**config.mk**
```make
export PLATFORM = sky130hd
export DESIGN_NAME = afp_horner_cell
export DESIGN_NICKNAME = d
export VERILOG_FILES = /design/src/hdl/afp_pkg.sv /design/src/hdl/afp_horner_cell.sv
export SDC_FILE = /design/constraint.sdc
export NUM_CORES = 2
export LEC_CHECK = 0
export ABC_AREA = 1
export ABC_CLOCK_PERIOD_IN_PS = 17700
export BUFFER_PORTS_ARGS = -buffer_cell sky130_fd_sc_hd__buf_2
export CAP_MARGIN = 10
export CORE_MARGIN = 2
export CORE_UTILIZATION = 70
export CTS_CLUSTER_SIZE = 10
export DETAILED_ROUTE_END_ITERATION = 10
export PLACE_DENSITY = 0.9
export SLEW_MARGIN = 20
export SYNTH_ARGS = -nofsm -noshare
export SYNTH_HDL_FRONTEND = slang
export SYNTH_SLANG_ARGS = --single-unit
```
**constraint.sdc**
```tcl
create_clock -name clk -period 17.7 [get_ports clk]
set_input_delay 1.77 -clock clk [delete_from_list [all_inputs] [get_ports clk]]
set_output_delay 1.77 -clock clk [all_outputs]
set_load 0.01 [all_outputs]
```
**src/hdl/afp_pkg.sv**
```systemverilog
// ----------------------------------------------------------------------------
// afp_pkg
// types, constants and shared arithmetic for the albers projection pipeline
// ----------------------------------------------------------------------------
package afp_pkg;

	localparam int ANGLE_FRAC_BITS_DEF = 24;
	localparam int DIST_FRAC_BITS_DEF  = 8;

	// q30 fixed point values carried through the trig and series stages
	localparam int Q30_W = 34;
	typedef logic signed [Q30_W-1:0] q30_t;

	localparam q30_t ONE_Q30 = 34'sd1073741824;
	localparam q30_t ECC_Q30 = 34'sd88338731;
	localparam logic [30:0] HALF_PI_Q30 = 31'd1686629713;
	localparam logic [63:0] TWO_OVER_PI_Q64 = 64'hA2F9836E4E441529;

	localparam int SIN_N = 4;
	localparam int COS_N = 5;
	localparam int SER_N = 7;
	localparam q30_t SIN_SEED = 34'sd2959;
	localparam q30_t COS_SEED = 34'sd296;
	localparam q30_t SER_SEED = 34'sd572662306;
	localparam q30_t SIN_COEF [SIN_N] = '{34'sd213044, 34'sd8947849, 34'sd178956971,
		34'sd1073741824};
	localparam q30_t COS_COEF [COS_N] = '{34'sd26631, 34'sd1491308, 34'sd44739243,
		34'sd536870912, 34'sd1073741824};
	localparam q30_t SER_COEF [SER_N] = '{34'sd578168674, 34'sd585677359, 34'sd596523236,
		34'sd613566757, 34'sd644245094, 34'sd715827883, 34'sd1073741824};

	// square root chain
	localparam int ROOT_W = 43;
	localparam int RAD_W  = 2 * ROOT_W;
	localparam int REM_W  = ROOT_W + 3;

	// cycles from accepted request to result strobe
	localparam int PIPE_LAT = 73;

	typedef enum logic [2:0] {
		REG_CENTRAL_LON   = 3'd0,
		REG_CONE_CONST    = 3'd1,
		REG_RHO_ORIGIN_SQ = 3'd2,
		REG_RADIUS_TERM   = 3'd3,
		REG_RHO_BASE      = 3'd4,
		REG_FALSE_EASTING = 3'd5
	} reg_idx_t;

	typedef enum logic [1:0] {
		QUAD_0 = 2'd0,
		QUAD_1 = 2'd1,
		QUAD_2 = 2'd2,
		QUAD_3 = 2'd3
	} quad_t;

	localparam logic signed [32:0] CENTRAL_LON_RST = 33'sd1610612736;
	localparam logic [40:0] CONE_CONST_RST   = 41'd11569777303;
	localparam logic [50:0] RHO_ORIGIN_SQ_RST = 51'd150995771793488;
	localparam logic [50:0] RADIUS_TERM_RST  = 51'd134038556964216;
	localparam logic [33:0] RHO_BASE_RST     = 34'd2541844367;
	localparam logic signed [34:0] FALSE_EASTING_RST = 35'sd0;

	// signed q30 product, magnitude rounded half up
	function automatic q30_t q30_mul(input q30_t a, input q30_t b);
		logic [Q30_W-1:0] ma;
		logic [Q30_W-1:0] mb;
		logic [2*Q30_W-1:0] p;
		q30_t m;
		ma = a[Q30_W-1] ? Q30_W'(-a) : Q30_W'(a);
		mb = b[Q30_W-1] ? Q30_W'(-b) : Q30_W'(b);
		p = (2*Q30_W)'(ma) * (2*Q30_W)'(mb) + (2*Q30_W)'(536870912);
		m = q30_t'(p[Q30_W+29:30]);
		return (a[Q30_W-1] ^ b[Q30_W-1]) ? -m : m;
	endfunction

endpackage

```
**src/hdl/afp_horner_cell.sv**
```systemverilog
// ----------------------------------------------------------------------------
// afp_horner_cell
// one horner step t' = coef +/- x*t in q30, x handed on to the next cell
// ----------------------------------------------------------------------------
module afp_horner_cell import afp_pkg::*; #(
	parameter q30_t COEF = ONE_Q30,
	parameter bit   SUB  = 1'b1
) (
	input  logic clk,
	input  q30_t x_in,
	input  q30_t t_in,
	output q30_t x_out,
	output q30_t t_out
);

	q30_t x_s1;
	q30_t t_s1;
	q30_t prod;

	always_comb begin
		prod = q30_mul(x_in, t_in);
	end

	always_ff @(posedge clk) begin
		x_s1 <= x_in;
		t_s1 <= SUB ? COEF - prod : COEF + prod;
	end

	assign x_out = x_s1;
	assign t_out = t_s1;

endmodule

```
==> metrics.cfg <==
[status]
status=complete, no violations

[synthesis]
synth_cells=5848
synth_largest_area_cell=fa_1
synthXorXnorAreaFrac_pct=1.21
yosys_warnings=0
muxShareOfSynthArea_pct=0
synth_top_family_by_area=adder cells
yosysSeqAreaShare_pct=3.13
ys_types=43
yosys.area_share.simple_pct=23.1
syn-cell-area_mm2=0.0435
synth_compound_gate_area_share_pct=1.89
synth_top_area_share_pct=46.9
synthAdderAreaFrac_pct=55.0
synth.avg_cell_area_um2=7.43
synth_seq_cells=68
syn_nets=7217
synthTopCellsByArea=fa_1, inv_1, nand2_1

[sta]
slew_viol_final=0
setup_violations=0
fmax_mhz=71.1
fin_tns_setup_ns=0
relSlewSlack_pct=14.9
tightest_slew_ns=1.27
rsz0062_at_grt=false
hold_viol=0
period_needed_ns=14.07
min_period_over_period_pct=79.5

[route]
dr_wl_met2_mm=61.9
dr_wl_met3_mm=25.2
num_vias=39800
drcViolationCount=0
drt_iter0_drc=4715
wirelength_mm=148
ant_nets=0
dr.pass1.iters=11
routed_via_density=5.97
highest_layer=met5
wl_met1_mm=45.7
wl_per_cell_um=22.3

[clocking]
clk_pin_slew_ns=0.06
numCtsBuffers=9
postCtsSetupBuffers=0
ctsHoldBuffers=0
root_buffer=clkbuf_16
cts_tree=done
cts.sinks=68
cts-htree-levels=3
cts_buffer_depth=2
cts_resized=0

[global_routing]
grt_pass1_vias=42800
grt_max_degree=53
antenna_found_initial=3
grt_usage_pct=48.8
overflow=0
grt_pass1_wl_mm=233

[setup_path]
path_common_cell=inv_1
slowest_stage=clkinv_1
cp-start-kind=input pin
crit_arrival_ns=14.33
critPathMaxStageDelay_ns=1.00
end_kind=flop
path_class=in2reg
crit_required_ns=17.96
crit_fanout=26

[floorplan]
rows=91
coreArea_mm2=0.0615
start_util_pct=70.7
ios=137
die-area_mm2=0.0641
die_w_um=253
die_h_um=253

[layout]
nets=7234
layout_common_cells=inv_1, nand2_1, fa_1
multiInputGateArea_mm2=0.0354
layout_commonest_cell=inv_1
fill_cells=4530
drive_above_1_share_pct=5.57
syn2layout_area_growth_pct=4.17
register_area_mm2=0.00136

[place]
gp_congestion=1.07
dp_hpwl_mm=116
portBuffers=136

[flow_run]
max_cap_viol_count=0

[min_path]
hold_path.class=in2reg
hold_depth=1

cells by family (layout without fill, tap and decap cells):
group,Yosys count,after routing
AO/OA/AOI/OAI,151,151
buffers and inverters,1807,1829
XOR/XNOR,60,60
AND/OR/NAND/NOR,2462,2462
adder cells (fa/ha/maj),1300,1300
flip-flops,68,68
other,0,4
through the flow:
| stage | cells | util, % | cell area [um^2] | setup slack (ns) | hold slack, ns |
|---|---|---|---|---|---|
| 2_1_floorplan | 5848 | - | 43500 | 6.15 | 1.80 |
| 3_3_place_gp | 6644 | 73.1 | 44900 | 4.11 | 1.89 |
| 3_5_place_dp | 6644 | 73.1 | 44900 | 3.78 | 1.89 |
| 4_1_cts | 6660 | 73.6 | 45300 | 4.10 | 1.52 |
| 5_1_grt | 6661 | 73.6 | 45300 | 3.32 | 1.52 |
| 6_report | 6664 | 73.6 | 45300 | 3.63 | 1.52 |
Yosys cell counts (all sizes together):
| cell type | instances |
|---|---|
| dfxtp | 68 |
| or3 | 2 |
| xor2 | 47 |
| or2 | 18 |
| ha | 282 |
| nand3b | 13 |
| nor4 | 9 |
| o21bai | 11 |
| o21ai | 53 |
| clkbuf | 174 |
| inv | 1601 |
| a211oi | 2 |
| nor3 | 39 |
| nand4 | 27 |
| o211ai | 3 |
| a21boi | 1 |
| xnor2 | 13 |
| nor2 | 674 |
| fa | 1018 |
| and2 | 7 |
| a21oi | 73 |
| clkinv | 13 |
| nand3 | 167 |
| buf | 19 |
| o31ai | 5 |
| nand2 | 1506 |
| o21a | 2 |
| o41ai | 1 |
per-layer routing:
metal	vias up	global-route usage, %
li1	16600	-
met1	18700	54.5
met2	3340	72.1
met3	1173	23.6
met4	8	37.0
met5	-	1.85
sequential cells by signal (all words and copies together), names as in the netlist:
register and flops:
x_out 34, t_out 34
area by class of cell:
class | count | area share (%)
multi-input combinational | 3973 | 78.2
inverter | 1614 | 13.4
clock inverter | 7 | 0.202
tap | 790 | 2.18
timing repair buffer | 199 | 2.55
antenna | 4 | 0.0221
sequential | 68 | 3.01
clock buffer | 9 | 0.498
critical path, delay by kind of cell:
kind,cells,cell delay (ns)
compound gates,1,0.11
xor+xnor,2,0.36
fa+ha+maj,12,5.38
buf+inv,19,3.33
simple gates,21,3.33
path summary, 6_finish.rpt:
path	from	endpoint	slack (ns)
worst max-delay path	x_in[0]	t_out[22]	3.63
worst min-delay path	x_in[1]	x_out[1]	1.52
Power is not shown: default switching activity piles up to over one toggle a cycle in this logic, so the estimate is an artifact.
