**src/hdl/afp_pkg.sv**
```systemverilog
// ----------------------------------------------------------------------------
// afp_pkg
// types, constants and shared arithmetic for the albers projection pipeline
// ----------------------------------------------------------------------------
package afp_pkg;

	localparam int ANGLE_FRAC_BITS_DEF = 24;
	localparam int DIST_FRAC_BITS_DEF  = 8;

	// q30 fixed point values carried through the trig and series stages
	localparam int Q30_W = 34;
	typedef logic signed [Q30_W-1:0] q30_t;

	localparam q30_t ONE_Q30 = 34'sd1073741824;
	localparam q30_t ECC_Q30 = 34'sd88338731;
	localparam logic [30:0] HALF_PI_Q30 = 31'd1686629713;
	localparam logic [63:0] TWO_OVER_PI_Q64 = 64'hA2F9836E4E441529;

	localparam int SIN_N = 4;
	localparam int COS_N = 5;
	localparam int SER_N = 7;
	localparam q30_t SIN_SEED = 34'sd2959;
	localparam q30_t COS_SEED = 34'sd296;
	localparam q30_t SER_SEED = 34'sd572662306;
	localparam q30_t SIN_COEF [SIN_N] = '{34'sd213044, 34'sd8947849, 34'sd178956971,
		34'sd1073741824};
	localparam q30_t COS_COEF [COS_N] = '{34'sd26631, 34'sd1491308, 34'sd44739243,
		34'sd536870912, 34'sd1073741824};
	localparam q30_t SER_COEF [SER_N] = '{34'sd578168674, 34'sd585677359, 34'sd596523236,
		34'sd613566757, 34'sd644245094, 34'sd715827883, 34'sd1073741824};

	// square root chain
	localparam int ROOT_W = 43;
	localparam int RAD_W  = 2 * ROOT_W;
	localparam int REM_W  = ROOT_W + 3;

	// cycles from accepted request to result strobe
	localparam int PIPE_LAT = 73;

	typedef enum logic [2:0] {
		REG_CENTRAL_LON   = 3'd0,
		REG_CONE_CONST    = 3'd1,
		REG_RHO_ORIGIN_SQ = 3'd2,
		REG_RADIUS_TERM   = 3'd3,
		REG_RHO_BASE      = 3'd4,
		REG_FALSE_EASTING = 3'd5
	} reg_idx_t;

	typedef enum logic [1:0] {
		QUAD_0 = 2'd0,
		QUAD_1 = 2'd1,
		QUAD_2 = 2'd2,
		QUAD_3 = 2'd3
	} quad_t;

	localparam logic signed [32:0] CENTRAL_LON_RST = 33'sd1610612736;
	localparam logic [40:0] CONE_CONST_RST   = 41'd11569777303;
	localparam logic [50:0] RHO_ORIGIN_SQ_RST = 51'd150995771793488;
	localparam logic [50:0] RADIUS_TERM_RST  = 51'd134038556964216;
	localparam logic [33:0] RHO_BASE_RST     = 34'd2541844367;
	localparam logic signed [34:0] FALSE_EASTING_RST = 35'sd0;

	// signed q30 product, magnitude rounded half up
	function automatic q30_t q30_mul(input q30_t a, input q30_t b);
		logic [Q30_W-1:0] ma;
		logic [Q30_W-1:0] mb;
		logic [2*Q30_W-1:0] p;
		q30_t m;
		ma = a[Q30_W-1] ? Q30_W'(-a) : Q30_W'(a);
		mb = b[Q30_W-1] ? Q30_W'(-b) : Q30_W'(b);
		p = (2*Q30_W)'(ma) * (2*Q30_W)'(mb) + (2*Q30_W)'(536870912);
		m = q30_t'(p[Q30_W+29:30]);
		return (a[Q30_W-1] ^ b[Q30_W-1]) ? -m : m;
	endfunction

endpackage

```
**src/hdl/afp_mul.sv**
```systemverilog
// ----------------------------------------------------------------------------
// afp_mul
// two-stage unsigned multiplier: four half-width partial products, then sum
// ----------------------------------------------------------------------------
module afp_mul import afp_pkg::*; #(
	parameter int AW = Q30_W,
	parameter int BW = Q30_W
) (
	input  logic             clk,
	input  logic [AW-1:0]    a,
	input  logic [BW-1:0]    b,
	output logic [AW+BW-1:0] prod
);

	localparam int AL = AW / 2;
	localparam int AH = AW - AL;
	localparam int BL = BW / 2;
	localparam int BH = BW - BL;
	localparam int PW = AW + BW;

	logic [AL+BL-1:0] ll_s1;
	logic [AL+BH-1:0] lh_s1;
	logic [AH+BL-1:0] hl_s1;
	logic [AH+BH-1:0] hh_s1;
	logic [PW-1:0]    prod_s2;

	always_ff @(posedge clk) begin
		ll_s1 <= (AL+BL)'(a[AL-1:0]) * (AL+BL)'(b[BL-1:0]);
		lh_s1 <= (AL+BH)'(a[AL-1:0]) * (AL+BH)'(b[BW-1:BL]);
		hl_s1 <= (AH+BL)'(a[AW-1:AL]) * (AH+BL)'(b[BL-1:0]);
		hh_s1 <= (AH+BH)'(a[AW-1:AL]) * (AH+BH)'(b[BW-1:BL]);
		prod_s2 <= PW'(ll_s1) + (PW'(lh_s1) << BL) + (PW'(hl_s1) << AL)
			+ (PW'(hh_s1) << (AL + BL));
	end

	assign prod = prod_s2;

endmodule

```
**config.mk**
```make
export PLATFORM = sky130hd
export DESIGN_NAME = afp_mul
export DESIGN_NICKNAME = d
export VERILOG_FILES = /design/src/hdl/afp_pkg.sv /design/src/hdl/afp_mul.sv
export SDC_FILE = /design/constraint.sdc
export NUM_CORES = 2
export LEC_CHECK = 0
export BUFFER_PORTS_ARGS = -buffer_cell sky130_fd_sc_hd__buf_2
export CELL_PAD_IN_SITES_DETAIL_PLACEMENT = 0
export CELL_PAD_IN_SITES_GLOBAL_PLACEMENT = 1
export CORE_MARGIN = 2
export CORE_UTILIZATION = 40
export DETAILED_ROUTE_END_ITERATION = 6
export GPL_TIMING_DRIVEN = 0
export PLACE_DENSITY_LB_ADDON = 0.2
export SETUP_SLACK_MARGIN = 0.05
export SLEW_MARGIN = 20
export SYNTH_ARGS = -nofsm -noshare
export SYNTH_HDL_FRONTEND = slang
export SYNTH_SLANG_ARGS = --single-unit
```
**constraint.sdc**
```tcl
create_clock -name clk -period 16.85 [get_ports clk]
set_input_delay 1.685 -clock clk [delete_from_list [all_inputs] [get_ports clk]]
set_output_delay 1.685 -clock clk [all_outputs]
set_load 0.03 [all_outputs]
```
==> results.md <==
* CP Class: in2reg
* Die Span Y at 339 um
* Clock Pin Slew Worst Setup and Hold Paths at 50 ps
* Routed vias/inst at 5.07
* Status: complete, no violations
* I/O pin cnt at 137
* Worst-Margin Slew at 1250 ps
* Hold Path Class: reg2reg
* Postcts setup bufs at 0
* RSZ-0062 raised after global routing: false
* Mapped cell area at approximately 45000 um2
* Via count at 33.7k
* R2r setup slk at between 10000 and 15000 ps
* Avg Cell Area, Syn at 8.99 um2
* Starting Density at 40.4%
* # resized after CTS at 0
* DRT Pass-1 Iters at 6
* Ys Warns at 0
* Crit path arrival time at about 9900 ps
* Final Util at 43.4%
* Synth top area share at 41.6%
* Fraction of layout cells with a size suffix above 1 at under 10%
* Largest net degree at the start of global routing at 13
* Post-Route M1 WL at 61.7 mm
* Row count at 122
* Post-synthesis sequential area ratio at 9.12%
* CTS tree: yes
* Most frequent cells after synthesis: inv_1, fa_1, nand2_1
* Hold_sp: ll_s1[7]$_DFF_P_
* Final Critical Period at 9540 ps
* Grt ovf at 0
* Hold_buf cts at 0
* Max_cap viols at 0
* Die W at 339 um
* Slew headroom at around 17%
* Yosys reg bits at 204
* Crit path max fanout at 10
* DRC at 0
* Die area at 115000 um2
* Count leader, synth: inv_1
* Clock Path Buffers at 3
* Max Slew Vio Count at 0
* Min Hold Slack at between 300 and 400 ps
* Cells after synthesis at 4977
* Port-buffer cells at 130
* Yosys cell types at 66
* Fin Clk Skew at 12.1 ps
* Final nets at 6601
* Crit path launch type: primary input
* Number of enable flip-flop cells after synthesis at 0
* Worst-skew pair later-pin latency at 580 ps
* Critical Path Start: b[26]
* CTS sink cnt at 204
* H-tree depth at 1
* Synth area leader: fa_1
* Routed Antenna Nets at 0
* Fillers at 11.4k
* Global-route wire length before repair at 222 mm
* Setup violators final at 0
* GPL Wtd Cong at between 0.9 and 1
* Met3 wire len at 8.88 mm
* Area delta synth->final at 7.56%
* Routed wire length per instance at 22.1 um
* Synth Net Count at 6443
* Final wirelength at 147 mm
* Core area at 111000 um2
* Fin Setup TNS at 0 ps
* Root buffer cell: clkbuf_16
* Iter 0 DRT Violations at 2161
* Overall routing resource usage at between 20% and 30%
* CP required at 17230 ps
* CP Capture Type: flip-flop
* Final period util at a little under three fifths
* R2R Path Start: hh_s1[12]$_DFF_P_
* Initial antenna violation count at 23
* Post-synth top flop: dfxtp_1
* Max Used Layer: met5
* CTS Buf Count at 26
* Async SR Flop Fraction at 0%
* Synth area leaders: fa_1, ha_1, inv_1
* Vias in the first global route at 34.6k
* Met2 WL post-DR at approximately 70 mm
* Final Hold Vio Count at 0
* DP HPWL at ~120 mm
* FMAX at 0.105 GHz
[sequential cells by signal, summed over array words and instances, names as in the netlist]
name,flops
prod,68
hh_s1,34
ll_s1,34
hl_s1,34
lh_s1,34
[through the flow]
stage	area, um2	setup slack [ps]	cells
after floorplan	44800	9260	4977
after global placement	47300	6630	6595
after detailed placement	47300	6650	6595
after CTS	48100	7220	6640
after global routing	48100	6980	6645
final	48100	7310	6653
[critical path, stage by stage]
cell and delay, ps:
clkbuf_1 720, clkbuf_1 690, nand2_1 170, fa_1 570, inv_1 60, fa_1 500
inv_1 50, fa_1 530, inv_1 50, fa_1 490, fa_1 500, inv_1 50
fa_1 470, inv_1 40, ha_1 380, nand4_1 170, a211oi_1 230, o21ai_1 160
a21oi_1 540, a311o_1 290, a21oi_1 130, a221oi_1 480, nor2b_1 120, xnor2_1 820
[area by class of cell]
cell class                 instances  area [um2]  share of cell area [%]
inverter                        1121        4210                    8.74
clock buffer                      37         763                    1.59
multi-input combinational       3420       35600                    73.9
sequential                       204        4080                    8.48
timing repair buffer             130         651                    1.35
tap                             1488        1860                    3.87
antenna                           13        32.5                  0.0676
clock inverter                     8        73.8                   0.153
buffer                           232         875                    1.82
[placed cells by master, fill, tap and decap left out, types with 6 or more instances in the layout]
cell / netlist / final
diode_2: 0 / 13
a211o_1: 6 / 6
a21o_1: 71 / 71
nand3_1: 24 / 24
a21oi_1: 131 / 131
xor2_1: 50 / 50
dfxtp_1: 204 / 204
nor2b_1: 14 / 14
buf_2: 0 / 130
xnor2_1: 107 / 107
o21bai_1: 16 / 16
inv_1: 1121 / 1121
ha_1: 466 / 466
o31ai_1: 7 / 7
o21a_1: 21 / 21
and2_1: 516 / 516
nand2_1: 717 / 717
nand2b_1: 19 / 19
a31oi_1: 17 / 17
and3_1: 15 / 15
o21ai_0: 68 / 68
nand4_1: 26 / 26
nor2_1: 84 / 84
clkbuf_1: 231 / 233
a221oi_1: 8 / 8
fa_1: 931 / 931
nor3_1: 12 / 12
a211oi_1: 12 / 12
clkbuf_16: 0 / 27
[layer usage]
layer  up-vias  GRT usage, %
met5         -             0
met4         4          9.94
met3       208          3.05
met2      1059          43.4
met1     17292          34.7
li1      15151             -
[cells by family (layout without fill, tap and decap cells)]
family                   count (synthesis)  after routing  share of synthesized area, %
AND/OR/NAND/NOR                       1455           1455                          15.8
buffers and inverters                 1353           1528                          11.3
flip-flops                             204            204                          9.12
adder cells (fa/ha/maj)               1397           1397                          54.7
multiplexers                             1              1                        0.0252
AO/OA/AOI/OAI                          410            410                          5.93
XOR/XNOR                               157            157                          3.07
other                                    0             13                             0
[worst paths after layout]
kind                                     endpoint  depth (start not counted)
worst max-delay path            lh_s1[28]$_DFF_P_                         24
worst min-delay path              prod[7]$_DFF_P_                          0
worst max register to register   prod[61]$_DFF_P_                         11
worst min register to register    prod[7]$_DFF_P_                          0
Power is left out: the tool's default activity adds up to more than one toggle a clock period on the data nets, which glitch-free logic cannot reach.
