## config.mk

```make
export PLATFORM = sky130hd
export DESIGN_NAME = afp_sqrt_cell
export DESIGN_NICKNAME = d
export VERILOG_FILES = /design/src/hdl/afp_pkg.sv /design/src/hdl/afp_sqrt_cell.sv
export SDC_FILE = /design/constraint.sdc
export NUM_CORES = 1
export LEC_CHECK = 0
export BUFFER_PORTS_ARGS = -buffer_cell sky130_fd_sc_hd__buf_2
export CAP_MARGIN = 25
export CELL_PAD_IN_SITES_DETAIL_PLACEMENT = 0
export CELL_PAD_IN_SITES_GLOBAL_PLACEMENT = 1
export CORE_AREA = 4 4 152 154
export CTS_CLUSTER_DIAMETER = 100
export CTS_CLUSTER_SIZE = 28
export DETAILED_ROUTE_END_ITERATION = 7
export DIE_AREA = 0 0 156 158
export GPL_ROUTABILITY_DRIVEN = 0
export HOLD_SLACK_MARGIN = 0.06
export PLACE_DENSITY_LB_ADDON = 0.1
export SLEW_MARGIN = 5
export SYNTH_ARGS = -nofsm -noshare
export SYNTH_HDL_FRONTEND = slang
export SYNTH_SLANG_ARGS = --single-unit
export TNS_END_PERCENT = 100
```

## constraint.sdc

```tcl
create_clock -name clk -period 3.35 [get_ports clk]
set_clock_uncertainty 0.05 [all_clocks]
set_input_delay 0.1675 -clock clk [delete_from_list [all_inputs] [get_ports clk]]
set_output_delay 0.1675 -clock clk [all_outputs]
set_load 0.02 [all_outputs]
```

## src/hdl/afp_pkg.sv

```systemverilog
// ----------------------------------------------------------------------------
// afp_pkg
// types, constants and shared arithmetic for the albers projection pipeline
// ----------------------------------------------------------------------------
package afp_pkg;

	localparam int ANGLE_FRAC_BITS_DEF = 24;
	localparam int DIST_FRAC_BITS_DEF  = 8;

	// q30 fixed point values carried through the trig and series stages
	localparam int Q30_W = 34;
	typedef logic signed [Q30_W-1:0] q30_t;

	localparam q30_t ONE_Q30 = 34'sd1073741824;
	localparam q30_t ECC_Q30 = 34'sd88338731;
	localparam logic [30:0] HALF_PI_Q30 = 31'd1686629713;
	localparam logic [63:0] TWO_OVER_PI_Q64 = 64'hA2F9836E4E441529;

	localparam int SIN_N = 4;
	localparam int COS_N = 5;
	localparam int SER_N = 7;
	localparam q30_t SIN_SEED = 34'sd2959;
	localparam q30_t COS_SEED = 34'sd296;
	localparam q30_t SER_SEED = 34'sd572662306;
	localparam q30_t SIN_COEF [SIN_N] = '{34'sd213044, 34'sd8947849, 34'sd178956971,
		34'sd1073741824};
	localparam q30_t COS_COEF [COS_N] = '{34'sd26631, 34'sd1491308, 34'sd44739243,
		34'sd536870912, 34'sd1073741824};
	localparam q30_t SER_COEF [SER_N] = '{34'sd578168674, 34'sd585677359, 34'sd596523236,
		34'sd613566757, 34'sd644245094, 34'sd715827883, 34'sd1073741824};

	// square root chain
	localparam int ROOT_W = 43;
	localparam int RAD_W  = 2 * ROOT_W;
	localparam int REM_W  = ROOT_W + 3;

	// cycles from accepted request to result strobe
	localparam int PIPE_LAT = 73;

	typedef enum logic [2:0] {
		REG_CENTRAL_LON   = 3'd0,
		REG_CONE_CONST    = 3'd1,
		REG_RHO_ORIGIN_SQ = 3'd2,
		REG_RADIUS_TERM   = 3'd3,
		REG_RHO_BASE      = 3'd4,
		REG_FALSE_EASTING = 3'd5
	} reg_idx_t;

	typedef enum logic [1:0] {
		QUAD_0 = 2'd0,
		QUAD_1 = 2'd1,
		QUAD_2 = 2'd2,
		QUAD_3 = 2'd3
	} quad_t;

	localparam logic signed [32:0] CENTRAL_LON_RST = 33'sd1610612736;
	localparam logic [40:0] CONE_CONST_RST   = 41'd11569777303;
	localparam logic [50:0] RHO_ORIGIN_SQ_RST = 51'd150995771793488;
	localparam logic [50:0] RADIUS_TERM_RST  = 51'd134038556964216;
	localparam logic [33:0] RHO_BASE_RST     = 34'd2541844367;
	localparam logic signed [34:0] FALSE_EASTING_RST = 35'sd0;

	// signed q30 product, magnitude rounded half up
	function automatic q30_t q30_mul(input q30_t a, input q30_t b);
		logic [Q30_W-1:0] ma;
		logic [Q30_W-1:0] mb;
		logic [2*Q30_W-1:0] p;
		q30_t m;
		ma = a[Q30_W-1] ? Q30_W'(-a) : Q30_W'(a);
		mb = b[Q30_W-1] ? Q30_W'(-b) : Q30_W'(b);
		p = (2*Q30_W)'(ma) * (2*Q30_W)'(mb) + (2*Q30_W)'(536870912);
		m = q30_t'(p[Q30_W+29:30]);
		return (a[Q30_W-1] ^ b[Q30_W-1]) ? -m : m;
	endfunction

endpackage

```

## src/hdl/afp_sqrt_cell.sv

```systemverilog
// ----------------------------------------------------------------------------
// afp_sqrt_cell
// one digit of a restoring square root: two radicand bits in, one root bit out
// ----------------------------------------------------------------------------
module afp_sqrt_cell import afp_pkg::*; (
	input  logic              clk,
	input  logic [RAD_W-1:0]  rad_in,
	input  logic [REM_W-1:0]  rem_in,
	input  logic [ROOT_W-1:0] root_in,
	output logic [RAD_W-1:0]  rad_out,
	output logic [REM_W-1:0]  rem_out,
	output logic [ROOT_W-1:0] root_out
);

	logic [RAD_W-1:0]  rad_s1;
	logic [REM_W-1:0]  rem_s1;
	logic [ROOT_W-1:0] root_s1;
	logic [REM_W-1:0]  rem_sh;
	logic [REM_W-1:0]  trial;

	always_comb begin
		rem_sh = {rem_in[REM_W-3:0], rad_in[RAD_W-1 -: 2]};
		trial  = REM_W'({root_in, 2'b01});
	end

	always_ff @(posedge clk) begin
		rad_s1 <= rad_in << 2;
		if (rem_sh >= trial) begin
			rem_s1  <= rem_sh - trial;
			root_s1 <= {root_in[ROOT_W-2:0], 1'b1};
		end else begin
			rem_s1  <= rem_sh;
			root_s1 <= {root_in[ROOT_W-2:0], 1'b0};
		end
	end

	assign rad_out  = rad_s1;
	assign rem_out  = rem_s1;
	assign root_out = root_s1;

endmodule

```

==> metrics.yaml <==
setup_viol: 0
crit_path_max_fanout: 23
io_buffers: 346
synth_flop_cell: "dfxtp_1"
track_usage_pct: 18.7
dieArea_mm2: 0.0246
fin_crit_sh_pct: 93.4
core_area_mm2: 0.0217
grt_pass1_wl_um: 36900
start_util_pct: 32.6
cts_tree: "yes"
drv_cap: 0
crit_path_end: "rem_out[28]$_DFF_P_"
grt_max_degree: 24
yosys_warnings: 0
cts_buffers: 17
clkTransAtPathRegs_ps: 80
holdWs_ps: 317
wl_per_cell_um: 15.7
antenna_found_initial: 0
synth_edf_count: 0
irDropWorstVdd_mv: 0.302
first_pass_iters: 4
ctsHtreeMaxLevel: 4
dpl.hpwl_um: 17900
root_buffer: "clkbuf_16"
cts.sinks: 173
final_max_slew_viol_count: 0
drive_gt1_share_pct: 36.8
worstPathArrival_ps: 3390
syn_inst: 691
hold_violations: 0
finalNetCount: 1437
drc: 0
rsz0062_at_grt: "false"
ys_async_sr_fraction_pct: 0
die_h_um: 158
area.growth.synth_to_final_pct: 63.0
ys_ff_latch: 173
grt_pass1_vias: 7025
timing.final.crit_period_ps: 3130
synth_area_per_cell_um2: 10.2
setup_tns_ps: 0
critPathLaunchType: "input pin"
yosysSeqAreaShare_pct: 49.0
crit_start: "rem_in[29]"
end_kind: "flip-flop"
criticalPathCategory: "in2reg"
cts_setup_buffers: 0
power_leakage_uw: 0.00577
grt-ovfl-total: 0
max_freq_mhz: 319
ant_nets: 0
yosysUniqueCellTypes: 51
clockBufferDepth: 2
die_w_um: 156
diodes: 0
status: "finished clean"
rows: 54
viasPerCell: 4.41
synth_area_mm2: 0.00707
worstHoldPathType: "in2reg"
wl_um: 23700
dr.first_iter.drc_count: 189
p_per_area_mw_per_mm2: 513
crit_required_ps: 3610
via_count: 6661
ios: 351
fill_cells: 1981
[power by group]
group | internal, uW | leakage (uW) | switching, uW
clock | 1030 | 0.000296 | 997
combinational | 740 | 0.00401 | 843
sequential | 2260 | 0.00146 | 43.5
total | 4030 | 0.00577 | 1880
[sequential cells by signal, indices dropped and copies added, names as in the netlist]
signal    cells
rem_out      46
rad_out      84
root_out     43
[through the flow]
step | instance area (um^2) | worst slack [ps] | total power (uW) | cells | util (%)
final | 11500 | 220 | 5910 | 1509 | 53.1
after global routing | 11500 | 5.77 | 6220 | 1509 | 53.1
after CTS | 11500 | 105 | 6000 | 1509 | 52.9
after detailed placement | 9140 | 209 | 3780 | 1305 | 42.2
after global placement | 9140 | 221 | 3770 | 1305 | 42.2
after floorplan | 7070 | 603 | 3270 | 692 | -
[layout make-up]
class                   instances  area [um^2]  share of cell area, %
repair buffers                534         3600                   31.2
flip-flops and latches        173         3460                   30.1
multi-input cells             432         3280                   28.5
clock buffers                  18          439                   3.81
well taps                     280          350                   3.04
inverters                      58          218                   1.89
clock inverters                14          168                   1.46
[layout by cell type, fill, tap and decap left out, drive strengths merged, types with 2 or more instances in the layout]
cell type / instances
conb: 2
a41oi: 2
o211ai: 4
nand4: 15
inv: 65
mux2: 40
xor2: 12
a21oi: 58
ha: 45
clkbuf: 18
nand3: 12
nor2: 31
o21ai: 28
a21o: 28
nor3: 15
mux2i: 3
dfxtp: 173
or2: 2
buf: 362
a22oi: 2
o21bai: 8
nand2b: 8
o31ai: 5
clkinv: 7
nand2: 39
nor2b: 3
and3: 8
nor3b: 3
o21a: 2
dlygate4sd3: 172
a211oi: 4
xnor2: 27
and2: 6
a31oi: 6
o2111ai: 3
[critical path, stage by stage]
cell           delay [ps]
dlygate4sd3_1         540
buf_2                 130
ha_1                  300
a21o_1                180
a21o_1                160
a21o_1                200
a311o_1               380
nor3_2                130
nand3_1               140
and2_4                190
a21oi_4               260
inv_2                 110
buf_12                180
mux2_4                310
[metal layers]
layer | part of all wire, % | routed length (um) | track usage (%) | up-vias
li1 | - | - | - | 3424
met5 | 0 | 0 | 0 | -
met1 | 42 | 9970 | 22.2 | 2997
met4 | 1.4 | 333 | 5.04 | 0
met2 | 50 | 11900 | 33.5 | 222
met3 | 6.4 | 1520 | 4.62 | 18
[worst min path at each step]
stage	end	start	cells after the start
2_1_floorplan	rad_out[10]$_DFF_P_	rad_in[8]	0
3_3_place_gp	rad_out[57]$_DFF_P_	rad_in[55]	1
3_5_place_dp	rad_out[36]$_DFF_P_	rad_in[34]	1
4_1_cts	rad_out[60]$_DFF_P_	rad_in[58]	2
5_1_grt	rad_out[26]$_DFF_P_	rad_in[24]	2
6_report	rad_out[71]$_DFF_P_	rad_in[69]	2
[cells by family after synthesis]
logic type                 synth area share [%]
AOI/OAI and AO/OA                          14.1
xor gates and xnor gates                   4.83
adders and majority gates                  7.97
buffers and inverters                      5.26
DFF                                        49.0
muxes                                      8.76
other                                    0.0531
and+or+nand+nor                            10.0
[cell usage after synthesis, types with 8 or more instances]
cell type | instances | share of area [%]
ha_1 | 45 | 8.0
xnor2_1 | 27 | 3.3
nor3_1 | 14 | 0.99
mux2_4 | 37 | 7.9
inv_1 | 57 | 3.0
dfxtp_1 | 173 | 49
and3_1 | 8 | 0.71
xor2_1 | 12 | 1.5
nor2_1 | 31 | 1.6
nand2_1 | 39 | 2.1
nand3_1 | 12 | 0.85
a21oi_1 | 57 | 4.0
nand2b_1 | 8 | 0.71
nand4_1 | 15 | 1.3
o21bai_1 | 8 | 0.85
clkbuf_1 | 22 | 1.2
o21ai_0 | 26 | 1.8
a21o_1 | 28 | 3.0
[what timing repair did]
| item | 4_1_cts | 5_1_grt |
|---|---|---|
| hold buffers | 172 | 0 |
| setup endpoints to repair | 0 | 42 |
| hold endpoints to repair | 172 | 0 |
| gates resized for setup | 0 | 12 |
Power figures use the tool's default switching activity.
