File: src/hdl/afp_pkg.sv
// ----------------------------------------------------------------------------
// afp_pkg
// types, constants and shared arithmetic for the albers projection pipeline
// ----------------------------------------------------------------------------
package afp_pkg;

	localparam int ANGLE_FRAC_BITS_DEF = 24;
	localparam int DIST_FRAC_BITS_DEF  = 8;

	// q30 fixed point values carried through the trig and series stages
	localparam int Q30_W = 34;
	typedef logic signed [Q30_W-1:0] q30_t;

	localparam q30_t ONE_Q30 = 34'sd1073741824;
	localparam q30_t ECC_Q30 = 34'sd88338731;
	localparam logic [30:0] HALF_PI_Q30 = 31'd1686629713;
	localparam logic [63:0] TWO_OVER_PI_Q64 = 64'hA2F9836E4E441529;

	localparam int SIN_N = 4;
	localparam int COS_N = 5;
	localparam int SER_N = 7;
	localparam q30_t SIN_SEED = 34'sd2959;
	localparam q30_t COS_SEED = 34'sd296;
	localparam q30_t SER_SEED = 34'sd572662306;
	localparam q30_t SIN_COEF [SIN_N] = '{34'sd213044, 34'sd8947849, 34'sd178956971,
		34'sd1073741824};
	localparam q30_t COS_COEF [COS_N] = '{34'sd26631, 34'sd1491308, 34'sd44739243,
		34'sd536870912, 34'sd1073741824};
	localparam q30_t SER_COEF [SER_N] = '{34'sd578168674, 34'sd585677359, 34'sd596523236,
		34'sd613566757, 34'sd644245094, 34'sd715827883, 34'sd1073741824};

	// square root chain
	localparam int ROOT_W = 43;
	localparam int RAD_W  = 2 * ROOT_W;
	localparam int REM_W  = ROOT_W + 3;

	// cycles from accepted request to result strobe
	localparam int PIPE_LAT = 73;

	typedef enum logic [2:0] {
		REG_CENTRAL_LON   = 3'd0,
		REG_CONE_CONST    = 3'd1,
		REG_RHO_ORIGIN_SQ = 3'd2,
		REG_RADIUS_TERM   = 3'd3,
		REG_RHO_BASE      = 3'd4,
		REG_FALSE_EASTING = 3'd5
	} reg_idx_t;

	typedef enum logic [1:0] {
		QUAD_0 = 2'd0,
		QUAD_1 = 2'd1,
		QUAD_2 = 2'd2,
		QUAD_3 = 2'd3
	} quad_t;

	localparam logic signed [32:0] CENTRAL_LON_RST = 33'sd1610612736;
	localparam logic [40:0] CONE_CONST_RST   = 41'd11569777303;
	localparam logic [50:0] RHO_ORIGIN_SQ_RST = 51'd150995771793488;
	localparam logic [50:0] RADIUS_TERM_RST  = 51'd134038556964216;
	localparam logic [33:0] RHO_BASE_RST     = 34'd2541844367;
	localparam logic signed [34:0] FALSE_EASTING_RST = 35'sd0;

	// signed q30 product, magnitude rounded half up
	function automatic q30_t q30_mul(input q30_t a, input q30_t b);
		logic [Q30_W-1:0] ma;
		logic [Q30_W-1:0] mb;
		logic [2*Q30_W-1:0] p;
		q30_t m;
		ma = a[Q30_W-1] ? Q30_W'(-a) : Q30_W'(a);
		mb = b[Q30_W-1] ? Q30_W'(-b) : Q30_W'(b);
		p = (2*Q30_W)'(ma) * (2*Q30_W)'(mb) + (2*Q30_W)'(536870912);
		m = q30_t'(p[Q30_W+29:30]);
		return (a[Q30_W-1] ^ b[Q30_W-1]) ? -m : m;
	endfunction

endpackage

File: src/hdl/afp_dly.sv
// ----------------------------------------------------------------------------
// afp_dly
// fixed-depth register line that keeps side data aligned with the pipeline
// ----------------------------------------------------------------------------
module afp_dly import afp_pkg::*; #(
	parameter int W = Q30_W,
	parameter int D = 1
) (
	input  logic         clk,
	input  logic [W-1:0] din,
	output logic [W-1:0] dout
);

	logic [W-1:0] tap_q [D];

	always_ff @(posedge clk) begin
		tap_q[0] <= din;
		for (int i = 1; i < D; i++) begin
			tap_q[i] <= tap_q[i-1];
		end
	end

	assign dout = tap_q[D-1];

endmodule

File: config.mk
export PLATFORM = sky130hd
export DESIGN_NAME = afp_dly
export DESIGN_NICKNAME = d
export VERILOG_FILES = /design/src/hdl/afp_pkg.sv /design/src/hdl/afp_dly.sv
export SDC_FILE = /design/constraint.sdc
export NUM_CORES = 1
export LEC_CHECK = 0
export BUFFER_PORTS_ARGS = -buffer_cell sky130_fd_sc_hd__buf_2
export CAP_MARGIN = 40
export CORE_MARGIN = 5
export CORE_UTILIZATION = 32
export DETAILED_ROUTE_END_ITERATION = 8
export GPL_TIMING_DRIVEN = 0
export HOLD_SLACK_MARGIN = 0.06
export PLACE_DENSITY = 0.74
export SETUP_SLACK_MARGIN = 0.4
export SYNTH_ARGS = -nofsm -noshare
export SYNTH_HDL_FRONTEND = slang
export SYNTH_SLANG_ARGS = --single-unit
File: constraint.sdc
create_clock -name clk -period 0.8 [get_ports clk]
set_clock_uncertainty 0.1 [all_clocks]
set_input_delay 0.04 -clock clk [delete_from_list [all_inputs] [get_ports clk]]
set_output_delay 0.04 -clock clk [all_outputs]
set_load 0.01 [all_outputs]
==> summary.md, run 1 <==
| Metric | Value |
|---|---|
| Outcome | complete, but fails checks |
| Failing checks | negative hold slack, negative setup slack |
| RSZ-0062 raised after global routing | true |
| Fraction of registers with async set/reset | 0% |
| Ratio of cells with drive above 1 in the final layout | 100% |
| Final Hold Viols | 34 |
| Post-synth EDFFs | 0 |
| Worst Path Required | 0.66 ns |
| Pleak | roughly 0.66 nW |
| Grt total ovfl | 0 |
| Largest Register | tap_q |
| CTS clk-pin slew, worst paths | ~0.090 ns |
| Antenna cells | 0 |
| Die Height | ~56 um |
| Max-cap violation count | 0 |
| Hold_ws | -0.278 ns |
| Fillers | ~160 |
| Peak VDD IR | 1.48 mV |
| Die area | about 3100 um^2 |
| Critical path class | reg -> out |
| CTS buffer count | 5 |
| Cell area after synthesis | between 600 and 700 um^2 |
| DR pass1 iterations | 2 |
| RePlAce Congestion | roughly 0.66 |
| Clock buffer depth | 2 |
| H-tree Lvls | 2 |
| Routed Antenna Nets | 0 |
| Max FFs per register | 34 |
| Arrival time worst endpoint | between 0.7 and 0.8 ns |
| Critical path startpoint category | flop |
| Drt drc | 0 |
| Slew headroom | a little over nine tenths |
| First-pass GRT wire length | about 2500 um |
| CP max stage delay | approximately 0.33 ns |
| Final period util | 112% |
| CTS Root Cell | clkbuf_4 |
| Top post-synthesis cells by area | dfxtp_1 |
| #MultiIn Comb | 0 |
| Multi-input gate area | 0 um^2 |
| Final #Nets | 144 |
| Syn Inst Count | 34 |
| Core area | between 2000 and 2500 um^2 |
| Overall Power | roughly 3 mW |
| Total Routing Usage GR | ~11% |
| Final wirelength | about 1700 um |
| Synth-to-layout area growth | 100% |
| Setup ws final | -0.0930 ns |
| Drt via density | 3.73 |
| Top cells by count, synth | dfxtp_1 |
| CP Capture Type | output port |
| Worst min-delay path category | in -> reg |
| CP top delay family | flip-flops |
| DR iter-0 viols | 3 |
| Worst path slowest cell | dfxtp_2 |
| Fin util | between 60% and 70% |
| Final setup viols | 34 |
| Initial Utilization | about 34% |
| Sequential area share after synthesis | 100% |
| Initial antenna violation count | 0 |
| Most common cell in the netlist | dfxtp_1 |
| Top FF cell, synth | dfxtp_1 |
| Biggest regs | tap_q: 34 flops |
| Port-buffer cells | 68 |
| Die width | approximately 56 um |
| Final Critical Period | 0.893 ns |
| # IOs | 69 |
| Synth unique cells | 1 |
| Via count of the first global-routing pass | 562 |
| Fmax | around 1.1 GHz |
| Final non-filler cell total | roughly 140 |
| Number of slew-limit violations in the final report | 0 |
| Synthesis-stage register bit count | 34 |
| Site Rows | 16 |
| Cell type with the largest total area after synthesis | dfxtp_1 |
| # clock sinks | 34 |
| Detailed-route via count | 504 |
| WL/cell | approximately 12 um |
| Worst Path Max Fanout | 1 |
| Largest net degree at the start of global routing | 10 |
| Syn nets | 69 |
| P per Cell Area | 2210 nW/um^2 |
| Bufs and invs on worst path | 1 |
| TritonCTS clock tree | yes |
| Synthesis Warnings | 0 |
| Synth Area per Inst | approximately 20 um^2 |
| Worst-path cell chain | buf_6 |
| Post-synth top area share | 100% |
| Worst Tran Pin Value | approximately 0.086 ns |
| Number of cells in the design after placement | roughly 130 |
per-layer routing:
metal  global-route usage [%]  wire [um]
met5                        0          0
met4                     6.10         12
met2                     19.7        927
met1                     8.26        460
met3                     9.74        266
through the flow:
stage,hold slack [ns],instance area [um^2],worst slack [ns],setup TNS (ns)
after floorplan,-0.0323,723,0.344,0
after global placement,0.0423,1100,0.241,0
after detailed placement,0.0436,1100,0.237,0
after CTS,-0.300,1360,-0.116,-3.65
after global routing,-0.322,1360,-0.152,-4.62
final,-0.278,1360,-0.0930,-2.82
where the power goes:
group / total (mW) / internal, mW / leakage (nW) / switching (mW)
Sequential: 1.84 / 1.80 / 0.287 / 0.0396
Clock: 0.860 / 0.395 / 0.0302 / 0.465
Combinational: 0.314 / 0.215 / 0.339 / 0.0983
timing repair:
item / in CTS / in global routing
resized for setup: 34 / 0
setup endpoints to repair: 34 / 34
cloned: 0 / 0
hold endpoints to repair: 34 / 34
buffers inserted: 0 / 0
cells by family after synthesis:
logic type / count (synthesis) / synth area share (%)
flops: 34 / 100
path summary, 6_finish.rpt:
kind  slack, ns  cells after the start                 start                    to
max       -0.09                      1  tap_q[0][16]$_DFF_P_              dout[16]
min       -0.28                      1               din[25]  tap_q[0][25]$_DFF_P_
layout by cell type (no fill, tap or decap):
cell	instances
buf_6	34
buf_2	34
clkbuf_4	5
clkbuf_8	1
dfxtp_2	34
final cells by class:
class / instances / area [um^2] / share of cell area, %
clock buffer: 6 / 51.3 / 3.77
sequential: 34 / 723 / 53.1
timing repair buffer: 68 / 553 / 40.6
tap: 27 / 33.8 / 2.48
(Power assumes the default switching activity.)
==> inputs of run 2 (changes only) <==
- REMOVE_ABC_BUFFERS: not set -> 1
- SKIP_LAST_GASP: not set -> 1
- TNS_END_PERCENT: not set -> 50
==> summary.md, run 2 (synthesized netlist as in run 1, its figures left out) <==
| Metric | Value |
|---|---|
| Site Rows | 16 |
| Worst-path cell chain | buf_6 |
| Commonest non-fill, non-tap cell in the layout | buf_2 |
| TritonCTS clock tree | yes |
| # IOs | 69 |
| WL/cell | between 10 and 15 um |
| Die area | about 3100 um^2 |
| Worst min-delay path category | in -> reg |
| Via count of the first global-routing pass | ~540 |
| Fmax | between 1 and 1.5 GHz |
| Critical path startpoint category | flop |
| Max FFs per register | 34 |
| Ratio of cells with drive above 1 in the final layout | 80.9% |
| Largest net degree at the start of global routing | 12 |
| Most frequent cells in the layout | buf_2, dfxtp_1, buf_6, dfxtp_2, clkbuf_4 |
| CTS Root Cell | clkbuf_4 |
| Final design area excluding fillers | 1230 um^2 |
| Worst Path Required | around 0.66 ns |
| Slew headroom | 93.2% |
| CP Capture Type | output port |
| Pleak | roughly 0.63 nW |
| Bufs and invs on worst path | 1 |
| Synth-to-layout area growth | 80.7% |
| Multi-input gate area | 0 um^2 |
| Routed Antenna Nets | 0 |
| H-tree Lvls | 2 |
| Final Critical Period | roughly 0.91 ns |
| Setup ws final | -0.114 ns |
| Final setup viols | 34 |
| Port-buffer cells | 68 |
| DR iter-0 viols | 4 |
| Number of slew-limit violations in the final report | 0 |
| Final wirelength | approximately 1500 um |
| Placed instance area | 1050 um^2 |
| RSZ-0062 raised after global routing | true |
| Initial Utilization | about 34% |
| Critical path class | reg -> out |
| Antenna cells | 0 |
| Worst path slowest cell | dfxtp_2 |
| Drt via density | 3.67 |
| Die Height | 56.1 um |
| Max-cap violation count | 0 |
| # clock sinks | 34 |
| Total Routing Usage GR | between 10% and 20% |
| Outcome | complete, but fails checks |
| Core area | 2000 um^2 |
| Peak VDD IR | approximately 2.8 mV |
| Hold_ws | -0.293 ns |
| Arrival time worst endpoint | about 0.77 ns |
| Final #Nets | 144 |
| CTS clk-pin slew, worst paths | roughly 0.1 ns |
| Die width | roughly 56 um |
| Drt drc | 0 |
| Post-CTS setup buffers | 0 |
| CTS buffer count | 5 |
| Worst Tran Pin Value | roughly 0.10 ns |
| Final Hold Viols | 34 |
| CP Depth | 1 |
| First-pass GRT wire length | roughly 2400 um |
| Worst Path Max Fanout | 1 |
| Fillers | ~170 |
| Biggest regs | tap_q: 34 flops |
| Detailed-route via count | between 500 and 600 |
| RePlAce Congestion | 0.618 |
| DR pass1 iterations | 2 |
| Overall Power | around 3.2 mW |
| P per Cell Area | ~2600 nW/um^2 |
| Largest Register | tap_q |
| CP max stage delay | roughly 0.34 ns |
| Final period util | 114% |
| Hold Path Cell Cnt | 1 |
| Grt total ovfl | 0 |
| Failing checks | negative hold slack, negative setup slack |
| #MultiIn Comb | 0 |
| Clock buffer depth | 2 |
| Initial antenna violation count | 0 |
| CP top delay family | flip-flops |
-- run 2: power by group --
part / total (mW) / internal [mW] / switching, mW
Sequential: 1.82 / 1.79 / 0.0260
Clock: 1.18 / 0.647 / 0.532
Combinational: 0.250 / 0.154 / 0.0967
-- run 2: worst paths after layout --
check	startpoint	endpoint	slack (ns)
setup / recovery	tap_q[0][33]$_DFF_P_	dout[33]	-0.11
hold / removal	din[9]	tap_q[0][9]$_DFF_P_	-0.29
-- run 2: what timing repair did --
action                     CTS  global route
hold endpoints to repair    34            34
resized for setup            4            22
setup endpoints to repair   34            34
-- run 2: layout make-up --
| cell class | instances | area (um^2) | area share [%] |
|---|---|---|---|
| clock buffers | 5 | 37.5 | 3.05 |
| well taps | 27 | 33.8 | 2.75 |
| flip-flops and latches | 34 | 697 | 56.7 |
| clock inverters | 3 | 40.0 | 3.26 |
| repair buffers | 68 | 422 | 34.3 |
-- run 2: metrics by stage --
stage	TNS, ns	util, %	std cells	worst slack, ns
floorplan	0	-	34	0.329
global placement	0	52.7	129	0.250
detailed placement	0	52.7	129	0.239
CTS	-4.01	57.3	137	-0.133
global route	-4.99	61.4	137	-0.155
finish	-3.24	61.4	137	-0.114
-- run 2: metal layers --
metal | part of all wire, % | track usage [%]
met1 | 29 | 9.26
met2 | 52 | 16.2
met3 | 16 | 7.42
met4 | 2.3 | 8.14
met5 | 0 | 0
==> inputs of run 3 (changes only) <==
--- a/config.mk
+++ b/config.mk
@@ -6,4 +6,5 @@
 export NUM_CORES = 1
 export LEC_CHECK = 0
+export ABC_AREA = 1
 export BUFFER_PORTS_ARGS = -buffer_cell sky130_fd_sc_hd__buf_2
 export CAP_MARGIN = 40
==> constraint.sdc (replaced) <==
create_clock -name clk -period 0.8 [get_ports clk]
set_clock_uncertainty 0.1 [all_clocks]
set_input_delay 0.04 -clock clk [delete_from_list [all_inputs] [get_ports clk]]
set_output_delay 0.04 -clock clk [all_outputs]
set_load 0.005 [all_outputs]
==> summary.md, run 3 (synthesized netlist as in run 1, its figures left out) <==
| Metric | Value |
|---|---|
| Outcome | complete, but fails checks |
| Failing checks | negative hold slack, negative setup slack |
| DR iter-0 viols | 4 |
| Max-cap violation count | 0 |
| Routed Antenna Nets | 0 |
| Worst min-delay path category | in -> reg |
| Setup ws final | -0.108 ns |
| Arrival time worst endpoint | about 0.77 ns |
| Pleak | between 0.6 and 0.7 nW |
| Clock buffer depth | 2 |
| Final Critical Period | about 0.91 ns |
| First-pass GRT wire length | 2370 um |
| Worst Path Max Fanout | 1 |
| Fillers | around 180 |
| Critical path startpoint category | flop |
| Critical path class | reg -> out |
| #MultiIn Comb | 0 |
| Slew headroom | just over 90% |
| Site Rows | 16 |
| Bufs and invs on worst path | 1 |
| CP Capture Type | output port |
| Worst Tran Pin Value | 0.102 ns |
| Initial Utilization | 34.0% |
| CTS buffer count | 5 |
| P per Cell Area | ~2700 nW/um^2 |
| Die Height | approximately 56 um |
| TritonCTS clock tree | yes |
| RSZ-0062 raised after global routing | true |
| Hold_ws | -0.293 ns |
| Multi-input gate area | 0 um^2 |
| Core area | 2000 um^2 |
| Final #Nets | ~140 |
| Final wirelength | ~1500 um |
| Drt drc | 0 |
| Pre-CTS WS | between 0.2 and 0.3 ns |
| Antenna cells | 0 |
| CTS Root Cell | clkbuf_4 |
| Ratio of cells with drive above 1 in the final layout | 80.9% |
| Largest Register | tap_q |
| Final Hold Viols | 34 |
| Biggest regs | tap_q: 34 flops |
| # IOs | just under 70 |
| Detailed-route via count | 503 |
| Most frequent cells in the layout | buf_2, dfxtp_1, dfxtp_2 |
| Fmax | around 1.1 GHz |
| CP top delay family | flip-flops |
| Worst Path Required | between 0.6 and 0.7 ns |
| Drt via density | roughly 3.7 |
| Commonest non-fill, non-tap cell in the layout | buf_2 |
| Final period util | 114% |
| Peak VDD IR | ~2.8 mV |
| CP max stage delay | approximately 0.34 ns |
| Via count of the first global-routing pass | 536 |
| Max FFs per register | 34 |
| DR pass1 iterations | 2 |
| Initial antenna violation count | 0 |
| Worst-path cell chain | buf_6 |
| CTS clk-pin slew, worst paths | 0.10 ns |
| RePlAce Congestion | 0.618 |
| Port-buffer cells | 68 |
| Worst path slowest cell | dfxtp_2 |
| Number of slew-limit violations in the final report | 0 |
| Synth-to-layout area growth | 75.2% |
| H-tree Lvls | 2 |
| Grt total ovfl | 0 |
| Die area | 3150 um^2 |
| Die width | about 56 um |
| Final setup viols | 34 |
| Largest net degree at the start of global routing | 12 |
| Total Routing Usage GR | approximately a tenth |
| # clock sinks | 34 |
| WL/cell | approximately 11 um |
| Post-CTS setup buffers | 0 |
-- run 3: cell count changes in the layout (fill, tap and decap cells not counted) --
cell   delta
buf_2     +6
buf_6     -6
-- run 3: stage by stage --
stage	area, um^2	setup TNS, ns	util (%)	cells	power, mW
2_1_floorplan	681	0	-	34	1.86
3_3_place_gp	1050	0	52.7	129	2.01
3_5_place_dp	1050	0	52.7	129	2.02
4_1_cts	1140	-3.54	56.9	137	3.20
5_1_grt	1190	-4.59	59.6	137	3.35
6_report	1190	-2.90	59.6	137	3.19
-- run 3: cell type report --
class	instances	area (um^2)	share of cell area [%]
clock buffers	5	37.5	3.15
clock inverters	3	40.0	3.36
flip-flops and latches	34	697	58.4
well taps	27	33.8	2.83
repair buffers	68	384	32.2
-- run 3: worst paths after layout --
kind | from | endpoint | slack (ns) | cells after the start
min | din[9] | tap_q[0][9]$_DFF_P_ | -0.29 | 1
max | tap_q[0][33]$_DFF_P_ | dout[33] | -0.11 | 1
-- run 3: per-layer routing --
metal / share of wire, % / GRT usage, % / vias up
li1: - / - / 253
met1: 29 / 9.12 / 206
met2: 52 / 16.2 / 39
met3: 17 / 7.42 / 5
met4: 2.4 / 8.14 / 0
met5: 0 / 0 / -
-- run 3: timing repair --
action	in CTS	in global routing
resized for setup	2	18
hold endpoints to repair	34	34
endpoints found under the setup margin	34	34
-- run 3: report_power, final --
part / total, mW / internal, mW / switching [mW]
sequential: 1.81 / 1.79 / 0.0224
clock: 1.18 / 0.647 / 0.532
combinational: 0.196 / 0.134 / 0.0622
total: 3.19 / 2.57 / 0.616
